### src/rtl/core/lzss_pkg.sv
`default_nettype none

package lzss_pkg;

  localparam int RING_DEPTH = 4096;
  localparam int RING_AW    = $clog2(RING_DEPTH);

  localparam logic [RING_AW-1:0] RING_START = RING_AW'(4078);
  localparam logic [RING_AW:0]   FILL_MAX   = (RING_AW+1)'(RING_DEPTH);

  localparam int LEN_W    = 5;
  localparam int LEN_BIAS = 3;

  localparam int CFG_IDX_W = 1;
  localparam logic [CFG_IDX_W-1:0] REG_EXPECTED_SIZE = CFG_IDX_W'(0);
  localparam logic [CFG_IDX_W-1:0] REG_STRICT_CHECK  = CFG_IDX_W'(1);

  // Token phase codes.
  localparam logic [1:0] PH_FLAG = 2'd0;
  localparam logic [1:0] PH_LIT  = 2'd1;
  localparam logic [1:0] PH_MLO  = 2'd2;
  localparam logic [1:0] PH_MHI  = 2'd3;

  typedef struct packed {
    logic load_in;
    logic token_step;
    logic emit_status;
    logic emit_lit;
    logic start_match;
    logic emit_copy;
    logic copy_next;
    logic end_tok;
    logic clear;
  } cmd_t;

  typedef struct packed {
    logic [1:0] phase;
    logic       active;
    logic       ilast;
    logic       obuf_free;
    logic       copy_done;
  } sts_t;

endpackage

`default_nettype wire

### src/rtl/core/lzss_ctrl.sv
`default_nettype none

module lzss_ctrl (
  input  wire logic          clk,
  input  wire logic          rst,
  input  wire logic          in_valid,
  output logic               in_ready,
  input  wire lzss_pkg::sts_t sts,
  output lzss_pkg::cmd_t      cmd
);
  import lzss_pkg::*;

  localparam logic [1:0] S_IDLE   = 2'd0;
  localparam logic [1:0] S_DECODE = 2'd1;
  localparam logic [1:0] S_COPY   = 2'd2;

  logic [1:0] state;
  logic [1:0] state_next;

  always_comb begin
    cmd        = '0;
    in_ready   = 1'b0;
    state_next = state;
    case (state)
      S_IDLE: begin
        in_ready = 1'b1;
        if (in_valid) begin
          cmd.load_in = 1'b1;
          state_next  = S_DECODE;
        end
      end
      S_DECODE: begin
        if (!sts.active || sts.phase == PH_FLAG || sts.phase == PH_MLO) begin
          if (!sts.ilast) begin
            cmd.token_step = 1'b1;
            state_next     = S_IDLE;
          end else if (sts.obuf_free) begin
            cmd.emit_status = 1'b1;
            cmd.clear       = 1'b1;
            state_next      = S_IDLE;
          end
        end else if (sts.phase == PH_LIT) begin
          if (sts.obuf_free) begin
            cmd.emit_lit = 1'b1;
            cmd.clear    = sts.ilast;
            state_next   = S_IDLE;
          end
        end else begin
          cmd.start_match = 1'b1;
          state_next      = S_COPY;
        end
      end
      S_COPY: begin
        if (sts.obuf_free) begin
          cmd.emit_copy = 1'b1;
          if (sts.copy_done) begin
            cmd.end_tok = 1'b1;
            cmd.clear   = sts.ilast;
            state_next  = S_IDLE;
          end else begin
            cmd.copy_next = 1'b1;
          end
        end
      end
      default: begin
        state_next = S_IDLE;
      end
    endcase
  end

  always_ff @(posedge clk) begin
    if (rst) begin
      state <= S_IDLE;
    end else begin
      state <= state_next;
    end
  end

endmodule

`default_nettype wire

### config.mk
export PLATFORM = sky130hd
export DESIGN_NAME = lzss_ctrl
export DESIGN_NICKNAME = d
export VERILOG_FILES = /design/src/rtl/core/lzss_pkg.sv /design/src/rtl/core/lzss_ctrl.sv
export SDC_FILE = /design/constraint.sdc
export NUM_CORES = 1
export LEC_CHECK = 0
export ABC_AREA = 0
export BUFFER_PORTS_ARGS = -buffer_cell sky130_fd_sc_hd__buf_4
export CORE_AREA = 8 8 45 47
export CTS_CLUSTER_SIZE = 8
export DETAILED_ROUTE_END_ITERATION = 6
export DIE_AREA = 0 0 53 55
export PLACE_DENSITY = 0.52
export SYNTH_ARGS = -nofsm -noshare
export SYNTH_HDL_FRONTEND = slang
export SYNTH_SLANG_ARGS = --single-unit
export TNS_END_PERCENT = 100
### constraint.sdc
create_clock -name clk -period 2.85 [get_ports clk]
set_input_delay 0.57 -clock clk [delete_from_list [all_inputs] [get_ports clk]]
set_output_delay 0.57 -clock clk [all_outputs]
set_load 0.1 [all_outputs]
==> run summary, run 1 <==
Nets@finish: 69
Met3 usage: 4.011%
Post_cts resized: 0
R2r setup slk: 1330 ps
Net Count, Synth: 46
Max Cap Viol: 0
Critical-path top delay cell: dfxtp_1
Biggest register: state
Critical path startpoint category: register
WP depth: 6
Worst Path Class, Setup: reg -> out
Worst hold path depth: 2
Syn Inst Count: 34
Starting DRT DRC Count: 3
Number of synthesized flops with an enable pin: 0
Initial antenna violation count: 0
Avg Synthesized Cell Area: 7.434 um2
Die area: 2915 um2
Critical-path cell list: inv_1 -> ha_1 -> and3_1 -> a31oi_1 -> nor2_4 -> buf_4
Status: finished, final reports clean
Worst relative slew slack: 82.15%
Clock sinks: 2
Via count: 319
Routing usage on met1: 6.344%
Placer Congestion: 0.7518
Final setup TNS: 0 ps
Reg clk slew, reported paths: 30 ps
Type of the most critical hold path: reg -> reg
Final WS setup: 670.4 ps
Hold Buf Count CTS: 0
# port buffers: 18
Clk root buf: clkbuf_4
Worst Path Buf+Inv: 2
FILL cells: 147
CP Capture Type: output pin
R2r worst-path depth: 5
Initial core utilization: 18.26%
Vias per inst: 4.493
Largest net degree at the start of global routing: 9
Area Overhead vs Synth: 76.24%
Primary FF master, synth: dfxtp_1
Max reg flops: 2
Top-level I/O count: 19
Area of the core: 1384 um2
Min Tclk post-route: 2180 ps
YS warnings: 0
Crit-path max FO: 4
Post-route DRC: 0
Critical Path RT: 2280 ps
Register bit count reported by yosys: 2
Cts bufs inserted: 3
Crit path max-delay family: flip-flops
Final Setup Violations: 0
Pre-CTS setup slack: 861.4 ps
Routed WL per cell: 11.55 um
Die Ht: 55 um
Largest stage delay on the critical path: 370 ps
Tot GR Track Use: 6.216%
P per Cell Area: 391.7 nW/um2
Post-route clock skew: 3.275 ps
Diode count: 0
TritonCTS clock tree: built
Remaining antenna violation count: 0
Drt first pass iters: 4
Slew Limit Fails: 0
Vias in the first global route: 315
Post-CTS Setup Inserts: 0
Row cnt: 14
WL final: 820 um
CP Data Arrival Time: 1610 ps
HPWL Detailed: 698.3 um
H-tree Lvls: 1
Clk Latency, worst-skew pair: 220 ps
First-pass GRT wire length: 1304 um
Most Crowded Layer GR: met2
Leak pwr: 0.0002077 uW
Final period utilization: 76.48%
M2 GR Usage: 8.789%
Die X: 53 um
Yosys cell types: 20
Grt ovf: 0
Max Buffers Root-to-Sink: 2
Proportion of synthesized chip area in sequential cells: 15.84%
Top Registers: state (2)
Max rail drop VDD: 147.9 uV
Layout cells sized above 1: 43.64%
Final hold vios: 0
Synthesized cell area: 252.7 um2
Synth async-reset ratio: 0%
Fmax: 0.4588 GHz
Worst slew pin tran: 266.5 ps
Unrepaired setup endpoints after global routing: false
-- worst paths after layout --
kind,endpoint,startpoint
worst max-delay path,cmd[0],state[0]$_SDFFE_PP0P_
worst min-delay path,state[0]$_SDFFE_PP0P_,state[0]$_SDFFE_PP0P_
worst max register to register,state[1]$_SDFFE_PP0P_,state[0]$_SDFFE_PP0P_
worst min register to register,state[0]$_SDFFE_PP0P_,state[0]$_SDFFE_PP0P_
-- cell usage in the layout, fill, tap and decap left out, drive strengths merged --
master / Yosys / final
nand4: 2 / 2
a21boi: 1 / 1
or4b: 1 / 1
and3: 2 / 2
and2b: 1 / 1
a21o: 1 / 1
clkbuf: 0 / 3
a31oi: 1 / 1
ha: 3 / 3
nand3: 2 / 2
nand2: 1 / 1
and4: 1 / 1
nor2b: 3 / 3
dfxtp: 2 / 2
a211oi: 1 / 1
o31ai: 1 / 1
and2: 2 / 2
nor2: 3 / 3
inv: 3 / 3
o32ai: 1 / 1
buf: 0 / 18
a21oi: 2 / 2
-- where the power goes --
part	total [uW]	leakage [uW]	switching (uW)	internal, uW
clock	60.2	0.0000138	13.9	46.2
sequential	31.7	0.0000164	1.74	30.0
combinational	82.6	0.000177	58.2	24.4
-- per-layer routing --
metal  routed length [um]  vias up
met2                  374       14
li1                     -      170
met5                    0        -
met3                   88        0
met4                    0        0
met1                  357      135
-- Yosys cell counts (2+ instances only) --
library cell,number,area share (%)
ha_1,3,15
inv_1,3,4.5
nor2_1,3,4.5
nor2b_1,3,7.4
a21oi_1,2,4.0
and2_1,2,4.9
and3_1,2,4.9
dfxtp_1,2,16
nand3_1,2,4.0
nand4_1,2,4.9
-- worst register-to-register path: cells and delay by family (launching register included) --
kind | cells | cell delay [ps]
simple gates | 1 | 500
flops | 1 | 370
fa+ha+maj | 1 | 240
compound gates | 2 | 240
buf+inv | 1 | 80
-- layout make-up --
cell class              instances  area, um2  area share [%]
inverters                       3      11.26           2.528
well taps                      16      20.02           4.494
multi-input cells              29      216.5           48.60
clock buffers                   3      22.52           5.056
repair buffers                 18      135.1           30.34
flip-flops and latches          2      40.04           8.989
-- cell families (layout without fill, tap and decap cells) --
family,Yosys count,in the layout,synth area share [%]
buffers and inverters,3,24,4.455
and+or+nand+nor,18,18,43.07
AOI/OAI and AO/OA,8,8,21.79
adders and majority gates,3,3,14.85
DFF,2,2,15.84
-- through the flow --
| stage | std cells | total power [uW] | instance area, um2 | util, % | hold slack, ps |
|---|---|---|---|---|---|
| floorplan | 34 | 90.06 | 267.8 | - | 474.6 |
| global placement | 68 | 115.5 | 422.9 | 30.56 | 521.4 |
| detailed placement | 68 | 115.2 | 422.9 | 30.56 | 528.2 |
| CTS | 71 | 177.1 | 445.4 | 32.19 | 527.7 |
| global route | 71 | 185.7 | 445.4 | 32.19 | 521.1 |
| finish | 71 | 174.5 | 445.4 | 32.19 | 524.7 |
(Power assumes the default switching activity.)
==> run 2: changes to the inputs <==
PLACE_DENSITY = 0.54   (was 0.52)
clock period = 2 ns   (was 2.85 ns; I/O delays follow)
==> run 2 against run 1 <==
- clock power grew 51%
- utilization up 1.9 points
- cell area grew 5.9%
- clock skew shrank 0.81 ps
==> run summary, run 2 (synthesis results as in run 1) <==
Status: finished, final reports clean
CP Capture Type: output pin
Worst relative slew slack: 81.43%
Largest net degree at the start of global routing: 9
Post-route DRC: 0
FILL cells: 149
Placed inst area: 439.2 um2
WL final: 829 um
Worst Path Buf+Inv: 2
Area of the core: 1384 um2
Die area: 2915 um2
H-tree Lvls: 1
Clk pwr share: 35.3%
First-pass GRT wire length: 1386 um
Critical-path top delay cell: dfxtp_1
Reg clk slew, reported paths: 30 ps
Clk root buf: clkbuf_4
Highest-count cells in the layout ignoring fill and taps: buf_4 (17), inv_1 (3), ha_1 (3), clkbuf_4 (3)
Remaining antenna violation count: 0
Unrepaired setup endpoints after global routing: false
NetSw: 111.3 uW
Diode count: 0
Row cnt: 14
WP depth: 6
R2r worst-path depth: 5
Final period utilization: 95.99%
Tot GR Track Use: 6.489%
Starting DRT DRC Count: 5
Register share of total power: 17.6%
Initial core utilization: 18.26%
Clock sinks: 2
Post-route clock skew: 2.462 ps
Max rail drop VDD: 166.5 uV
Leak pwr: 0.0002068 uW
Die X: 53 um
Type of the most critical hold path: in -> reg
Final setup TNS: 0 ps
# port buffers: 18
Placer Congestion: 0.7345
Area Overhead vs Synth: 86.63%
Cell-internal power: 145.4 uW
FF-to-FF End: state[1]$_SDFFE_PP0P_
Sequential cell area: 40.04 um2
Final WS setup: 80.18 ps
Nets@finish: 69
R2r setup slk: 460 ps
CP endpoint: cmd[0]
Fmax: 0.5209 GHz
Worst Path Class, Setup: reg -> out
Critical-path cell list: inv_1 -> ha_1 -> and3_4 -> a31oi_2 -> nor2_4 -> buf_6
Grt ovf: 0
Crit-path max FO: 4
Worst hold path depth: 2
Post-CTS Setup Inserts: 0
Vias in the first global route: 358
Initial antenna violation count: 0
Final hold vios: 0
HPWL Detailed: 693.8 um
Routed WL per cell: 11.68 um
Critical Path RT: 1600 ps
Pre-CTS setup slack: 220.0 ps
Largest stage delay on the critical path: 370 ps
Final Setup Violations: 0
Most common cell after layout, fill and taps aside: buf_4
Sw frac: 43.37%
Cts bufs inserted: 3
Drt first pass iters: 4
Hold Buf Count CTS: 0
Worst slew pin tran: 280.8 ps
Top-level I/O count: 19
P per Cell Area: 544.2 nW/um2
Max reg flops: 2
Combinational Power Share: 47.1%
Multi-input logic area: 239.0 um2
Worst R2R Start: state[1]$_SDFFE_PP0P_
Max Buffers Root-to-Sink: 2
Post-Place Cells: 68
Min Tclk post-route: 1920 ps
Slew Limit Fails: 0
Vias per inst: 4.549
Crit path max-delay family: flip-flops
Via count: 323
CP Data Arrival Time: 1520 ps
Critical path startpoint category: register
Die Ht: 55 um
Clk Latency, worst-skew pair: 230 ps
Biggest register: state
Top Registers: state (2)
TritonCTS clock tree: built
Final Cell Area: 471.7 um2
Max Cap Viol: 0
Worst setup startpoint: state[0]$_SDFFE_PP0P_
Non-Filler Instances: 71
Layout cells sized above 1: 56.36%
==> run 2: area by class of cell <==
type                            instances  area share, %
Tap cell                               16          4.244
Sequential cell                         2          8.488
Clock buffer                            3          4.775
Timing Repair Buffer                   18          29.44
Multi-Input combinational cell         29          50.66
Inverter                                3          2.387
==> run 2: how the worst min path moves through the flow <==
| stage | to | slack [ps] | startpoint |
|---|---|---|---|
| after floorplan | state[0]$_SDFFE_PP0P_ | 470 | rst |
| after global placement | state[0]$_SDFFE_PP0P_ | 520 | state[0]$_SDFFE_PP0P_ |
| after detailed placement | state[0]$_SDFFE_PP0P_ | 510 | state[0]$_SDFFE_PP0P_ |
| after CTS | state[0]$_SDFFE_PP0P_ | 340 | rst |
| after global routing | state[0]$_SDFFE_PP0P_ | 360 | rst |
| final | state[0]$_SDFFE_PP0P_ | 350 | rst |
==> run 2: through the flow <==
step	hold slack, ps	total power [uW]	utilization (%)
global route	358.6	267.4	34.09
global placement	520.2	166.8	31.74
finish	353.8	256.7	34.09
floorplan	469.1	130.4	-
detailed placement	511.8	166.1	31.74
CTS	343.8	262.0	33.82
==> run 2: power groups by stage <==
stage | logic [uW] | clock network (uW) | registers [uW]
after floorplan | 85.4 | 0 | 44.9
after global placement | 121 | 0 | 45.7
after detailed placement | 121 | 0 | 45.6
after CTS | 122 | 95.3 | 45.0
after global routing | 128 | 93.4 | 45.6
final | 121 | 90.7 | 45.1
==> run 2: metal layers <==
layer	up-vias	part of all wire, %	GRT usage [%]
met3	0	11	3.209
li1	171	-	-
met1	140	40	6.647
met4	0	0	5.172
met5	-	0	0
met2	12	49	9.961
==> run 2: repair_timing <==
item / CTS / global route
cloned: 0 / 0
gates resized for setup: 1 / 1
endpoints found under the setup margin: 1 / 1
